$ cat config.mk
export PLATFORM = sky130hd
export DESIGN_NAME = window_stability_detector
export DESIGN_NICKNAME = d
export VERILOG_FILES = /design/src/rtl/wsd_pkg.sv /design/src/rtl/window_stability_detector.sv /design/src/rtl/wsd_cell.sv /design/src/rtl/wsd_pct_unit.sv /design/src/rtl/wsd_band_check.sv
export VERILOG_INCLUDE_DIRS = /design/src /design/src/rtl
export SDC_FILE = /design/constraint.sdc
export NUM_CORES = 1
export LEC_CHECK = 0
export ABC_CLOCK_PERIOD_IN_PS = 14900
export CORE_UTILIZATION = 60
export CTS_CLUSTER_SIZE = 24
export DETAILED_ROUTE_END_ITERATION = 8
export DONT_BUFFER_PORTS = 1
export PLACE_DENSITY_LB_ADDON = 0.15
export SLEW_MARGIN = 20
export SYNTH_ARGS = -nofsm -noshare
export SYNTH_HDL_FRONTEND = slang
export SYNTH_SLANG_ARGS = --single-unit
$ cat constraint.sdc
create_clock -name clk -period 14.9 [get_ports clk]
set_clock_uncertainty 0.2 [all_clocks]
set_input_delay 2.235 -clock clk [delete_from_list [all_inputs] [get_ports clk]]
set_output_delay 2.235 -clock clk [all_outputs]
set_load 0.05 [all_outputs]
$ cat src/rtl/assert_macros.svh
// Assertion macros shared by the RTL of the window stability detector.
`ifndef ASSERT_MACROS_SVH
`define ASSERT_MACROS_SVH
`ifndef SYNTHESIS
// Property must hold at every clock edge outside reset.
`define WSD_ASSERT(lbl, clk, rst_n, prop, msg) \
	lbl: assert property (@(posedge clk) disable iff (!rst_n) (prop)) \
		else $error(msg);
// Expression must never be true outside reset.
`define WSD_ASSERT_NEVER(lbl, clk, rst_n, expr, msg) \
	lbl: assert property (@(posedge clk) disable iff (!rst_n) !(expr)) \
		else $error(msg);
`else
`define WSD_ASSERT(lbl, clk, rst_n, prop, msg)
`define WSD_ASSERT_NEVER(lbl, clk, rst_n, expr, msg)
`endif
`endif

$ cat src/rtl/wsd_pkg.sv
// Shared types and constants of the window stability detector.
package wsd_pkg;

	localparam int SAMPLE_W         = 16;
	localparam int PCT_W            = 7;
	localparam int CFG_IDX_W        = 3;
	localparam int WINDOW_DEPTH_DEF = 16;

	// span * pct, at most 65535 * 127
	localparam int PROD_W = SAMPLE_W + PCT_W;

	// Exact divide by 100 for any PROD_W-bit value: (p * RECIP) >> RECIP_SH
	localparam int RECIP_W  = 24;
	localparam int RECIP_SH = 30;
	localparam logic [RECIP_W-1:0] RECIP = RECIP_W'(10737419);
	localparam int QMUL_W   = PROD_W + RECIP_W;

	// Configuration register indexes
	localparam logic [CFG_IDX_W-1:0] REG_ZERO_LEVEL   = 3'd0;
	localparam logic [CFG_IDX_W-1:0] REG_FULL_LEVEL   = 3'd1;
	localparam logic [CFG_IDX_W-1:0] REG_ZERO_CEILING = 3'd2;
	localparam logic [CFG_IDX_W-1:0] REG_FULL_FLOOR   = 3'd3;
	localparam logic [CFG_IDX_W-1:0] REG_BAND_PCT     = 3'd4;

	// Configuration reset values
	localparam logic [SAMPLE_W-1:0] ZERO_LEVEL_RST   = 16'd0;
	localparam logic [SAMPLE_W-1:0] FULL_LEVEL_RST   = 16'hFFFF;
	localparam logic [PCT_W-1:0]    ZERO_CEILING_RST = 7'd10;
	localparam logic [PCT_W-1:0]    FULL_FLOOR_RST   = 7'd50;
	localparam logic [PCT_W-1:0]    BAND_PCT_RST     = 7'd2;

	typedef enum logic [3:0] {
		S_IDLE,
		S_THR_MUL,
		S_THR_DIV,
		S_ZONE,
		S_BAND_MUL,
		S_BAND_DIV,
		S_BOUNDS,
		S_WALK,
		S_DONE
	} state_t;

	typedef struct packed {
		logic mul_en;
		logic div_en;
	} pct_ctl_t;

	typedef struct packed {
		logic shift;
		logic load;
	} cell_ctl_t;

endpackage

$ cat src/rtl/window_stability_detector.sv
// Top level of the window stability detector: control, registers and cell chain.
// Sequence: restart beat straight to done; other beats pass threshold multiply,
//   threshold divide and zone test, and an in-zone beat with a full window adds
//   band multiply, band divide, bounds and a walk rotating the cell chain one entry
//   per cycle past one band checker. No new beat is taken until the last is done.
// Reset: arst_n clears control, fill state and out_valid and loads config defaults.
`include "assert_macros.svh"

module window_stability_detector #(
	parameter int WINDOW_DEPTH = wsd_pkg::WINDOW_DEPTH_DEF
) (
	input  logic                           clk,
	input  logic                           arst_n,
	// configuration write port
	input  logic                           cfg_we,
	input  logic [wsd_pkg::CFG_IDX_W-1:0]  cfg_index,
	input  logic [wsd_pkg::SAMPLE_W-1:0]   cfg_data,
	// input channel
	input  logic                           in_valid,
	output logic                           in_stall,
	input  logic [wsd_pkg::SAMPLE_W-1:0]   sample,
	input  logic                           zero_phase,
	input  logic                           restart,
	// result channel
	output logic                           out_valid,
	input  logic                           out_stall,
	output logic                           settled
);

	localparam int PTR_W = (WINDOW_DEPTH > 1) ? $clog2(WINDOW_DEPTH) : 1;
	localparam int SUM_W = wsd_pkg::SAMPLE_W + $clog2(WINDOW_DEPTH);
	localparam int CMP_W = SUM_W + 2;
	localparam logic [PTR_W-1:0] PTR_LAST = PTR_W'(WINDOW_DEPTH - 1);
	localparam logic signed [CMP_W-1:0] DEPTH_S = CMP_W'(WINDOW_DEPTH);
	localparam logic signed [CMP_W-1:0] ONE_S   = CMP_W'(1);

	// ---------------------------------------------------------------
	// Configuration registers
	// ---------------------------------------------------------------
	logic [wsd_pkg::SAMPLE_W-1:0] zero_level_q;
	logic [wsd_pkg::SAMPLE_W-1:0] full_level_q;
	logic [wsd_pkg::PCT_W-1:0]    zero_ceiling_q;
	logic [wsd_pkg::PCT_W-1:0]    full_floor_q;
	logic [wsd_pkg::PCT_W-1:0]    band_pct_q;

	// drop writes to indexes beyond the register list
	always_ff @(posedge clk or negedge arst_n) begin
		if (!arst_n) begin
			zero_level_q   <= wsd_pkg::ZERO_LEVEL_RST;
			full_level_q   <= wsd_pkg::FULL_LEVEL_RST;
			zero_ceiling_q <= wsd_pkg::ZERO_CEILING_RST;
			full_floor_q   <= wsd_pkg::FULL_FLOOR_RST;
			band_pct_q     <= wsd_pkg::BAND_PCT_RST;
		end else if (cfg_we) begin
			unique case (cfg_index)
				wsd_pkg::REG_ZERO_LEVEL:   zero_level_q   <= cfg_data;
				wsd_pkg::REG_FULL_LEVEL:   full_level_q   <= cfg_data;
				wsd_pkg::REG_ZERO_CEILING: zero_ceiling_q <= cfg_data[wsd_pkg::PCT_W-1:0];
				wsd_pkg::REG_FULL_FLOOR:   full_floor_q   <= cfg_data[wsd_pkg::PCT_W-1:0];
				wsd_pkg::REG_BAND_PCT:     band_pct_q     <= cfg_data[wsd_pkg::PCT_W-1:0];
				default: ;
			endcase
		end
	end

	// span wraps mod 2^16; a zero span counts as one
	logic [wsd_pkg::SAMPLE_W-1:0] span_raw;
	logic [wsd_pkg::SAMPLE_W-1:0] span;
	assign span_raw = full_level_q - zero_level_q;
	assign span     = (span_raw == '0) ? wsd_pkg::SAMPLE_W'(1) : span_raw;

	// ---------------------------------------------------------------
	// Sequencer
	// ---------------------------------------------------------------
	wsd_pkg::state_t state_q, state_nxt;

	logic [wsd_pkg::SAMPLE_W-1:0] sample_q;
	logic                         zero_phase_q;
	logic [PTR_W-1:0]             wp_q;
	logic                         full_q;
	logic [SUM_W-1:0]             sum_q;
	logic [PTR_W-1:0]             cnt_q;
	logic                         ok_q;
	logic                         res_q;
	logic signed [CMP_W-1:0]      hi_q;
	logic signed [CMP_W-1:0]      lo_q;
	logic                         out_valid_q;
	logic                         settled_q;

	logic                         out_free;
	logic                         in_zone;
	logic                         new_full;
	logic [wsd_pkg::SAMPLE_W-1:0] thr;
	logic [wsd_pkg::SAMPLE_W-1:0] pct_res;
	logic [wsd_pkg::SAMPLE_W-1:0] last_val;
	logic [SUM_W-1:0]             sum_nxt;
	logic                         band_fail;

	wsd_pkg::pct_ctl_t            pct_ctl;
	logic                         sel_band;
	logic [wsd_pkg::PCT_W-1:0]    pct_in;
	logic                         chain_shift;
	logic                         chain_insert;
	logic                         out_load;

	assign out_free = !out_valid_q || !out_stall;

	// zone test against zero_level + span * pct / 100, wrapped to 16 bits
	assign thr     = zero_level_q + pct_res;
	assign in_zone = zero_phase_q ? (sample_q < thr) : (sample_q > thr);

	// evict the oldest entry, held by the last cell, once the ring is full
	assign sum_nxt  = sum_q - (full_q ? SUM_W'(last_val) : SUM_W'(0)) + SUM_W'(sample_q);
	assign new_full = full_q || (wp_q == PTR_LAST);

	always_comb begin
		state_nxt = state_q;
		unique case (state_q)
			wsd_pkg::S_IDLE: begin
				if (in_valid) begin
					state_nxt = restart ? wsd_pkg::S_DONE : wsd_pkg::S_THR_MUL;
				end
			end
			wsd_pkg::S_THR_MUL:  state_nxt = wsd_pkg::S_THR_DIV;
			wsd_pkg::S_THR_DIV:  state_nxt = wsd_pkg::S_ZONE;
			wsd_pkg::S_ZONE: begin
				state_nxt = (in_zone && new_full) ? wsd_pkg::S_BAND_MUL : wsd_pkg::S_DONE;
			end
			wsd_pkg::S_BAND_MUL: state_nxt = wsd_pkg::S_BAND_DIV;
			wsd_pkg::S_BAND_DIV: state_nxt = wsd_pkg::S_BOUNDS;
			wsd_pkg::S_BOUNDS:   state_nxt = wsd_pkg::S_WALK;
			wsd_pkg::S_WALK: begin
				if (cnt_q == PTR_LAST) begin
					state_nxt = wsd_pkg::S_DONE;
				end
			end
			wsd_pkg::S_DONE: begin
				if (out_free) begin
					state_nxt = wsd_pkg::S_IDLE;
				end
			end
			default: state_nxt = wsd_pkg::S_IDLE;
		endcase
	end

	always_comb begin
		in_stall       = (state_q != wsd_pkg::S_IDLE);
		pct_ctl.mul_en = (state_q == wsd_pkg::S_THR_MUL) || (state_q == wsd_pkg::S_BAND_MUL);
		pct_ctl.div_en = (state_q == wsd_pkg::S_THR_DIV) || (state_q == wsd_pkg::S_BAND_DIV);
		sel_band       = (state_q == wsd_pkg::S_BAND_MUL);
		chain_insert   = (state_q == wsd_pkg::S_ZONE);
		chain_shift    = ((state_q == wsd_pkg::S_ZONE) && in_zone)
		                 || (state_q == wsd_pkg::S_WALK);
		out_load       = (state_q == wsd_pkg::S_DONE) && out_free;
	end

	always_ff @(posedge clk or negedge arst_n) begin
		if (!arst_n) begin
			state_q <= wsd_pkg::S_IDLE;
		end else begin
			state_q <= state_nxt;
		end
	end

	// hold the accepted beat for the rest of its processing
	always_ff @(posedge clk) begin
		if (state_q == wsd_pkg::S_IDLE && in_valid) begin
			sample_q     <= sample;
			zero_phase_q <= zero_phase;
		end
	end

	// ---------------------------------------------------------------
	// Window bookkeeping and band walk
	// ---------------------------------------------------------------
	always_ff @(posedge clk or negedge arst_n) begin
		if (!arst_n) begin
			wp_q   <= '0;
			full_q <= 1'b0;
			sum_q  <= '0;
			cnt_q  <= '0;
			ok_q   <= 1'b0;
			res_q  <= 1'b0;
		end else begin
			unique case (state_q)
				wsd_pkg::S_IDLE: begin
					res_q <= 1'b0;
					if (in_valid && restart) begin
						wp_q   <= '0;
						full_q <= 1'b0;
						sum_q  <= '0;
					end
				end
				wsd_pkg::S_ZONE: begin
					if (in_zone) begin
						sum_q  <= sum_nxt;
						full_q <= new_full;
						wp_q   <= (wp_q == PTR_LAST) ? '0 : wp_q + PTR_W'(1);
					end
				end
				wsd_pkg::S_BOUNDS: begin
					cnt_q <= '0;
					ok_q  <= 1'b1;
				end
				wsd_pkg::S_WALK: begin
					// check the last cell while the chain rotates by one
					ok_q  <= ok_q && !band_fail;
					cnt_q <= (cnt_q == PTR_LAST) ? '0 : cnt_q + PTR_W'(1);
					if (cnt_q == PTR_LAST) begin
						res_q <= ok_q && !band_fail;
					end
				end
				default: ;
			endcase
		end
	end

	// scaled bounds: entry*D > sum + band*D fails high,
	// entry*D <= sum - (band+1)*D fails low
	logic signed [CMP_W-1:0] sum_s;
	logic signed [CMP_W-1:0] band_s;
	assign sum_s  = signed'(CMP_W'(sum_q));
	assign band_s = signed'(CMP_W'(pct_res));

	always_ff @(posedge clk) begin
		if (state_q == wsd_pkg::S_BOUNDS) begin
			hi_q <= sum_s + band_s * DEPTH_S;
			lo_q <= sum_s - (band_s + ONE_S) * DEPTH_S;
		end
	end

	// ---------------------------------------------------------------
	// Output register
	// ---------------------------------------------------------------
	always_ff @(posedge clk or negedge arst_n) begin
		if (!arst_n) begin
			out_valid_q <= 1'b0;
			settled_q   <= 1'b0;
		end else begin
			if (out_load) begin
				out_valid_q <= 1'b1;
				settled_q   <= res_q;
			end else if (out_valid_q && !out_stall) begin
				out_valid_q <= 1'b0;
			end
		end
	end

	assign out_valid = out_valid_q;
	assign settled   = settled_q;

	// ---------------------------------------------------------------
	// Shared percent unit
	// ---------------------------------------------------------------
	assign pct_in = sel_band ? band_pct_q : (zero_phase_q ? zero_ceiling_q : full_floor_q);

	wsd_pct_unit u_pct (
		.clk    (clk),
		.ctl    (pct_ctl),
		.span   (span),
		.pct    (pct_in),
		.result (pct_res)
	);

	// ---------------------------------------------------------------
	// Cell chain: cell 0 takes the new sample or the wrapped last entry
	// ---------------------------------------------------------------
	logic [wsd_pkg::SAMPLE_W-1:0] cell_val [WINDOW_DEPTH];

	assign last_val = cell_val[WINDOW_DEPTH-1];

	for (genvar i = 0; i < WINDOW_DEPTH; i++) begin : g_cell
		wsd_pkg::cell_ctl_t           cell_ctl;
		logic [wsd_pkg::SAMPLE_W-1:0] prev_val;
		if (i == 0) begin : g_head
			assign cell_ctl = '{shift: chain_shift, load: chain_insert};
			assign prev_val = cell_val[WINDOW_DEPTH-1];
		end else begin : g_body
			assign cell_ctl = '{shift: chain_shift, load: 1'b0};
			assign prev_val = cell_val[i-1];
		end
		wsd_cell u_cell (
			.clk       (clk),
			.ctl       (cell_ctl),
			.load_data (sample_q),
			.prev_data (prev_val),
			.value     (cell_val[i])
		);
	end

	wsd_band_check #(
		.WINDOW_DEPTH (WINDOW_DEPTH),
		.CMP_W        (CMP_W)
	) u_check (
		.value (last_val),
		.hi    (hi_q),
		.lo    (lo_q),
		.fail  (band_fail)
	);

	// ---------------------------------------------------------------
	// Assertions
	// ---------------------------------------------------------------
	`WSD_ASSERT(a_accept_leaves_idle, clk, arst_n,
		(in_valid && !in_stall) |=> (state_q != wsd_pkg::S_IDLE),
		"accepted beat did not start processing")
	`WSD_ASSERT(a_restart_clears, clk, arst_n,
		(in_valid && !in_stall && restart) |=> (!full_q && wp_q == '0 && sum_q == '0),
		"restart beat did not clear the window")
	`WSD_ASSERT(a_done_loads_output, clk, arst_n,
		(state_q == wsd_pkg::S_DONE && out_free) |=> out_valid_q,
		"finished beat not presented on the result channel")
	`WSD_ASSERT_NEVER(a_walk_count_idle, clk, arst_n,
		(state_q != wsd_pkg::S_WALK) && (cnt_q != '0),
		"walk counter busy outside the band walk")

endmodule

$ cat src/rtl/wsd_cell.sv
// One window entry of the rotating cell chain.
module wsd_cell (
	input  logic                          clk,
	input  wsd_pkg::cell_ctl_t            ctl,
	input  logic [wsd_pkg::SAMPLE_W-1:0]  load_data,
	input  logic [wsd_pkg::SAMPLE_W-1:0]  prev_data,
	output logic [wsd_pkg::SAMPLE_W-1:0]  value
);

	logic [wsd_pkg::SAMPLE_W-1:0] value_q;

	// take a new sample or the neighbor's entry on each shift
	always_ff @(posedge clk) begin
		if (ctl.shift) begin
			value_q <= ctl.load ? load_data : prev_data;
		end
	end

	assign value = value_q;

endmodule

$ cat src/rtl/wsd_pct_unit.sv
// Two-stage span * pct / 100 unit, truncated to 16 bits.
module wsd_pct_unit (
	input  logic                          clk,
	input  wsd_pkg::pct_ctl_t             ctl,
	input  logic [wsd_pkg::SAMPLE_W-1:0]  span,
	input  logic [wsd_pkg::PCT_W-1:0]     pct,
	output logic [wsd_pkg::SAMPLE_W-1:0]  result
);

	logic [wsd_pkg::PROD_W-1:0]   prod_q;
	logic [wsd_pkg::SAMPLE_W-1:0] result_q;
	logic [wsd_pkg::QMUL_W-1:0]   qmul;

	assign qmul = wsd_pkg::QMUL_W'(prod_q) * wsd_pkg::QMUL_W'(wsd_pkg::RECIP);

	always_ff @(posedge clk) begin
		if (ctl.mul_en) begin
			prod_q <= wsd_pkg::PROD_W'(span) * wsd_pkg::PROD_W'(pct);
		end
		if (ctl.div_en) begin
			result_q <= qmul[wsd_pkg::RECIP_SH +: wsd_pkg::SAMPLE_W];
		end
	end

	assign result = result_q;

endmodule

$ cat src/rtl/wsd_band_check.sv
// Band test of one entry against the scaled window bounds.
module wsd_band_check #(
	parameter int WINDOW_DEPTH = wsd_pkg::WINDOW_DEPTH_DEF,
	parameter int CMP_W        = wsd_pkg::SAMPLE_W + $clog2(WINDOW_DEPTH) + 2
) (
	input  logic [wsd_pkg::SAMPLE_W-1:0]  value,
	input  logic signed [CMP_W-1:0]       hi,
	input  logic signed [CMP_W-1:0]       lo,
	output logic                          fail
);

	localparam logic signed [CMP_W-1:0] DEPTH_S = CMP_W'(WINDOW_DEPTH);

	logic signed [CMP_W-1:0] value_s;
	logic signed [CMP_W-1:0] scaled;

	// entry * depth against sum-based bounds stands for entry against avg +/- band
	assign value_s = signed'(CMP_W'(value));
	assign scaled  = value_s * DEPTH_S;
	assign fail    = (scaled > hi) || (scaled <= lo);

endmodule

Word-level counts from Yosys, hierarchy flattened
Cells that the tools add are included.
{"block": "totals", "output_inout_bits": 3, "reg_bits": 446}
{"block": "op_classes", "mux": 29, "magnitude_cmp": 4, "n_mul": 2, "n_reduce_logical": 32, "n_eq_ne": 19, "add_sub_neg": 9}
{"operator": "2-to-1 mux 16 bit", "n": 3}
{"operator": "multiplier 23 x 24 -> 46 bit (second input constant)", "n": 1}
{"operator": "2-to-1 mux 20 bit", "n": 2}
{"operator": "case mux 20 bit (2 select lines)", "n": 1}
{"operator": "2-to-1 mux 4 bit", "n": 9}
{"operator": "case mux 4 bit (9 select lines)", "n": 1}
{"operator": "multiplier 16 x 7 -> 23 bit", "n": 1}
{"operator": "greater-than comparator 21 x 22 -> 1 bit", "n": 1}
{"operator": "less-or-equal comparator 21 x 22 -> 1 bit", "n": 1}
{"operator": "subtractor 20 x 21 -> 22 bit", "n": 1}
{"operator": "adder 20 x 20 -> 21 bit", "n": 1}
{"operator": "adder 20 x 16 -> 20 bit", "n": 1}
{"operator": "subtractor 20 x 16 -> 20 bit", "n": 1}
{"operator": "adder 16 x 1 -> 17 bit (second input constant)", "n": 1}
{"operator": "adder 16 bit", "n": 1}
{"operator": "equality test 4 x 3 -> 1 bit (second input constant)", "n": 4}
{"operator": "greater-than comparator 16 bit", "n": 1}
{"operator": "zero test 16 bit", "n": 1}
{"operator": "less-than comparator 16 bit", "n": 1}
{"operator": "case mux 4 bit (2 select lines)", "n": 2}
{"operator": "subtractor 16 bit", "n": 1}
{"operator": "2-to-1 mux 7 bit", "n": 2}
{"operator": "equality test 4 bit (second input constant)", "n": 3}
{"operator": "AND reduction 2 bit", "n": 6}
{"operator": "other kinds (18)", "n": 48}

Depth between registers and ports, before layout
{"block": "depth", "ltp_word": 6, "mapped_depth": 31, "mapped_depth_nobuf": 31}

By module
Synthesis repeated with hierarchy kept, for this count alone.
{"block": "hier_totals", "cells_unflattened": 3077, "area_unflattened_um2": 36561.3}
{"module": "wsd_pct_unit", "area_per_inst_um2": 13671.9, "n_inst": 1, "cells_each": 1346}
{"module": "wsd_cell", "area_per_inst_um2": 729.4, "n_inst": 16, "cells_each": 34}
{"module": "window_stability_detector", "area_per_inst_um2": 10328.7, "n_inst": 1, "cells_each": 1067}
{"module": "wsd_band_check", "area_per_inst_um2": 889.6, "n_inst": 1, "cells_each": 120}

Worst setup path before layout
Ideal clock, no wire load.
{"block": "synth_timing", "path_kind": "flip-flop to flip-flop", "start": "register u_pct.result_q (netlist bit u_pct.result[0])", "end": "register g_cell[0].u_cell.value_q (netlist bit g_cell[0].u_cell.value[0]), enable pin", "t_required_ps": 14036, "path_buffers": 1, "setup_ps": 664, "arrival_time_ps": 10322, "stages_incl_launch_ff": 21, "setup_slack_ps": 3713, "cell_sequence": "edfxtp_1 -> ha_1 -> fa_1 -> a21o_1 -> a21oi_1 -> o21bai_1 -> a21oi_1 -> o21bai_1 -> a21bo_2 -> a21oi_1 -> nor2b_1 -> o41ai_1 -> xor2_1 -> ha_1 -> nand4_1 -> nor2_1 -> a21oi_1 -> a311o_1 -> a21oi_1 -> buf_2 -> nand2b_1"}
{"block": "synth_between", "elab_chain_len": 5}
{"element": "from (decl)", "line": "wsd_pct_unit.sv:11", "text": "logic [wsd_pkg::SAMPLE_W-1:0] result_q;"}
{"element": "from (signal assigned)", "line": "wsd_pct_unit.sv:21", "text": "result_q <= qmul[wsd_pkg::RECIP_SH +: wsd_pkg::SAMPLE_W];"}
{"element": "adder 16 bit *", "line": "window_stability_detector.sv:109", "text": "assign thr = zero_level_q + pct_res;"}
{"element": "greater-than comparator 16 bit / less-than comparator 16 bit (equally long branches)", "line": "window_stability_detector.sv:110", "text": "assign in_zone = zero_phase_q ? (sample_q < thr) : (sample_q > thr);"}
{"element": "2-to-1 mux 1 bit *", "line": "window_stability_detector.sv:110"}
{"element": "logical AND 1 bit *", "line": "window_stability_detector.sv:152", "text": "chain_shift = ((state_q == wsd_pkg::S_ZONE) && in_zone)"}
{"element": "logical OR 1 bit *", "line": "window_stability_detector.sv:153", "text": "|| (state_q == wsd_pkg::S_WALK);"}
{"element": "named net chain_shift", "line": "window_stability_detector.sv:102", "text": "logic chain_shift;"}
{"element": "to (signal assigned)", "line": "wsd_cell.sv:15", "text": "value_q <= ctl.load ? load_data : prev_data;"}
{"element": "to (decl)", "line": "wsd_cell.sv:10", "text": "logic [wsd_pkg::SAMPLE_W-1:0] value_q;"}
Mark *: on every way through the listed nets, which the timed path passes. The rest lies on a longest branch.
A chain may end at the register's enable or synchronous reset.

Final worst setup path
{"block": "layout_timing", "start": "register full_level_q[0] (netlist name)", "end": "register u_pct.prod_q[22] (netlist name), data pin"}
{"block": "layout_between", "elab_chain_len": 4}
{"element": "from (decl)", "line": "window_stability_detector.sv:41", "text": "logic [wsd_pkg::SAMPLE_W-1:0] full_level_q;"}
{"element": "from (signal assigned)", "line": "window_stability_detector.sv:50", "text": "full_level_q <= wsd_pkg::FULL_LEVEL_RST;"}
{"element": "from (signal assigned)", "line": "window_stability_detector.sv:57", "text": "wsd_pkg::REG_FULL_LEVEL: full_level_q <= cfg_data;"}
{"element": "subtractor 16 bit *", "line": "window_stability_detector.sv:69", "text": "assign span_raw = full_level_q - zero_level_q;"}
{"element": "zero test 16 bit", "line": "window_stability_detector.sv:70", "text": "assign span = (span_raw == '0) ? wsd_pkg::SAMPLE_W'(1) : span_raw;"}
{"element": "2-to-1 mux 16 bit *", "line": "window_stability_detector.sv:70"}
{"element": "multiplier 16 x 7 -> 23 bit *", "line": "wsd_pct_unit.sv:18", "text": "prod_q <= wsd_pkg::PROD_W'(span) * wsd_pkg::PROD_W'(pct);"}
{"element": "to (signal assigned)", "line": "wsd_pct_unit.sv:18"}
{"element": "to (decl)", "line": "wsd_pct_unit.sv:10", "text": "logic [wsd_pkg::PROD_W-1:0] prod_q;"}
Mark *: on every way between the ends. The rest lies on a longest branch, timed or not.

==> key figures <==
Global route
  • Initial antenna violation count: 0
  • Grt ovf: 0
  • Tot GR Track Use: a little over a quarter
  • Maximum number of pins on one net before global-route repair: 202
  • First-pass GRT wire length: between 100000 and 150000 µm
  • Vias in the first global route: about 21000

Die
  • Placeable Area: 52760 µm²
  • Initial Utilization: between 60% and 70%
  • Die area: around 55000 µm²
  • Row Count: between 80 and 90
  • Die Wd: roughly 230 µm
  • Top-Level Pins: between 40 and 50
  • Die Y: roughly 230 µm

Worst setup path
  • Worst setup EP type: flop
  • Critical Path Source: full_level_q[0]
  • Required @ worst endpoint: 15.03 ns
  • Reg-to-Reg Start: full_level_q[0]
  • Critical Path Fanout Max: 8
  • Worst setup SP type: flop
  • Slowest stage cell, crit path: xnor2_1
  • RR Endpoint: u_pct.prod_q[22]
  • Arrival @ worst endpoint: 8.34 ns
  • End of the critical path: u_pct.prod_q[22]
  • Largest stage delay on the critical path: roughly 0.58 ns
  • Worst R2R Path Depth: 29
  • Reg-to-reg setup timing slack: roughly 6.7 ns
  • Crit Path Class: reg2reg

Yosys
  • Post-Synthesis Cells: about 2700
  • Primary FF master, synth: edfxtp_1
  • Post-synth ARST share: 20.41%
  • Seq/Total Area, Yosys: approximately two fifths
  • Area leader, netlist: edfxtp_1
  • Register bit count reported by yosys: 441
  • Ranking of synthesized cells by area: edfxtp_1, fa_1, ha_1
  • Synth top area share: about a third
  • Synth Area per Inst: between 10 and 15 µm²
  • Syn_nets: roughly 3400
  • Unique cell type count in the Yosys netlist: 70
  • Number of enable flip-flop cells after synthesis: approximately 350
  • YS warnings: 0
  • Mapped cell area: roughly 32000 µm²

Routing
  • Iteration-0 DRC Markers: roughly 1200
  • Routed Wire Length: around 70000 µm
  • DR pass1 iterations: 9
  • Vias post-DR: around 20000
  • Via-to-Cell Ratio: 5.683
  • Drt drc: 2
  • DR WL/cell: a little over 20 µm
  • DRT antenna net count: 0

Cells and area
  • NumNets Final: 3470
  • Final core occ: between 60% and 70%
  • Fraction of layout cells with a size suffix above 1: ~7.3%
  • Diode count: 0
  • P&R area growth vs syn: 7.877%

STA
  • Unrepaired setup endpoints after global routing: no
  • Slew margin rel.: 25.34%
  • Fin crit share: a little under three fifths
  • Setup tns final: 0 ns
  • Final Max Slew Viols: 0
  • Hold Fails Final Rpt: 0
  • # setup viols final: 0
  • FMAX: roughly 120 MHz
  • Actual slew at the worst max-slew pin: between 1 and 1.5 ns
  • Tmin final: 8.212 ns
  • Setup WS post-layout: 6.688 ns

Clocking
  • Bufs on Longest Clock Path: 3
  • Clk_lat worst skew: slightly below 0.6 ns
  • CTS Buf Count: between 40 and 50
  • Resize count post-CTS: 0
  • CTS sink cnt: about 440
  • Post-CTS setup buffers: 0
  • Clk slew on worst S/H paths: ~0.06 ns
  • CTS tree: done
  • Hold bufs inserted after CTS: 0
  • Root buf cell: clkbuf_16
  • Htree depth: 2

Status
  • Failing checks: design-rule violations
  • Status: finished, violations left

Place
  • RD Place Congestion: 0.9522
  • DP Worst Slack: 6.787 ns
  • Post-DP HPWL: approximately 55000 µm
  • Port bufs: 0

Worst hold path
  • Hold Path Stages: 0
  • Hold Crit Class: reg2reg

Job
  • Max-Cap Viols: 0
## critical path, delay by kind of cell, from the launching register on
family,cells,cell delay (ns)
and+or+nand+nor,4,0.83
adders and majority gates,7,2.91
AOI/OAI and AO/OA,11,2.52
buffers and inverters,5,0.26
DFF,1,0.52
xor gates and xnor gates,2,0.71
## how the worst min path moves through the flow
stage	from	to	slack, ns
finish	g_cell[2].u_cell.value[0]	g_cell[3].u_cell.value[0]	0.21
global route	g_cell[4].u_cell.value[0]	g_cell[5].u_cell.value[0]	0.20
CTS	g_cell[13].u_cell.value[0]	g_cell[14].u_cell.value[0]	0.20
detailed placement	g_cell[10].u_cell.value[7]	g_cell[11].u_cell.value[7]	0.20
global placement	g_cell[12].u_cell.value[2]	g_cell[13].u_cell.value[2]	0.20
floorplan	g_cell[9].u_cell.value[0]	g_cell[10].u_cell.value[0]	0.20
## metal layers
layer  GRT usage, %  up-vias  part of all wire [%]
met3          3.760      113                   4.4
met1          35.05     9891                    42
met4          7.630        0                   2.6
li1               -     9220                     -
met5              0        -                     0
met2          47.67      433                    51
## metrics by stage
step	instance area, µm²	hold slack (ns)	std cells
6_report	34680	0.2061	3459
5_1_grt	34680	0.1990	3459
4_1_cts	34680	0.2002	3459
3_5_place_dp	33050	0.2045	3372
3_3_place_gp	33050	0.2003	3372
2_1_floorplan	32150	0.2003	2699
## cell type report
class,instances,area [µm²]
sequential,441,12820
clock inverter,31,420.4
clock buffer,56,1210
fill,3931,18080
inverter,497,1866
timing repair buffer,15,125.1
multi-input combinational,1731,17380
tap,688,860.8
## registers in the layout, indices dropped and copies added (netlist names), 4 cells and up
signal               flops
g_cell.u_cell.value    256
lo_q                    22
zero_level_q            16
hi_q                    17
sample_q                16
band_pct_q               7
state_q                  4
u_pct.result            16
full_floor_q             7
cnt_q                    4
u_pct.prod_q            23
sum_q                   20
zero_ceiling_q           7
full_level_q            16
wp_q                     4
## cells by family (layout without fill, tap and decap cells)
family	Yosys count	after routing	synth area share (%)
xor+xnor	118	118	3.238
fa+ha+maj	695	695	33.68
flops	441	441	39.88
simple gates	478	478	7.173
compound gates	371	371	7.515
mux	69	69	2.362
buf+inv	527	599	6.157
## cells in the final DEF (no fill, tap or decap), drive strengths merged, types with 36 or more instances in the layout
master,count
a21o,55
a21oi,105
clkbuf,56
dfrtp,68
edfxtp,351
fa,284
ha,411
inv,504
mux2,55
nand2,113
nand3,36
nor2,147
o21ai,86
xnor2,74
xor2,44
## cell usage after synthesis (all sizes together), types with 4 or more instances
master and number:
a221oi 5, xnor2 74, ha 411, o2111ai 4
o211ai 11, or2b 4, a21boi 6, clkbuf 26
and2 25, dfstp 22, dfrtp 68, mux2i 14
edfxtp 351, a21oi 105, o21bai 16, and3 13
nor2 147, nand2 113, o21ai 86, mux2 55
inv 497, nand3 36, nand4 24, a31oi 11
buf 4, or3 9, xor2 44, nand2b 25
o31ai 15, nor2b 27, o21a 9, nor3 24
a211oi 13, and4 4, fa 284, a21o 55
or2 17
Power is not shown: default switching activity piles up to over one toggle a cycle in this logic, so the estimate is an artifact.
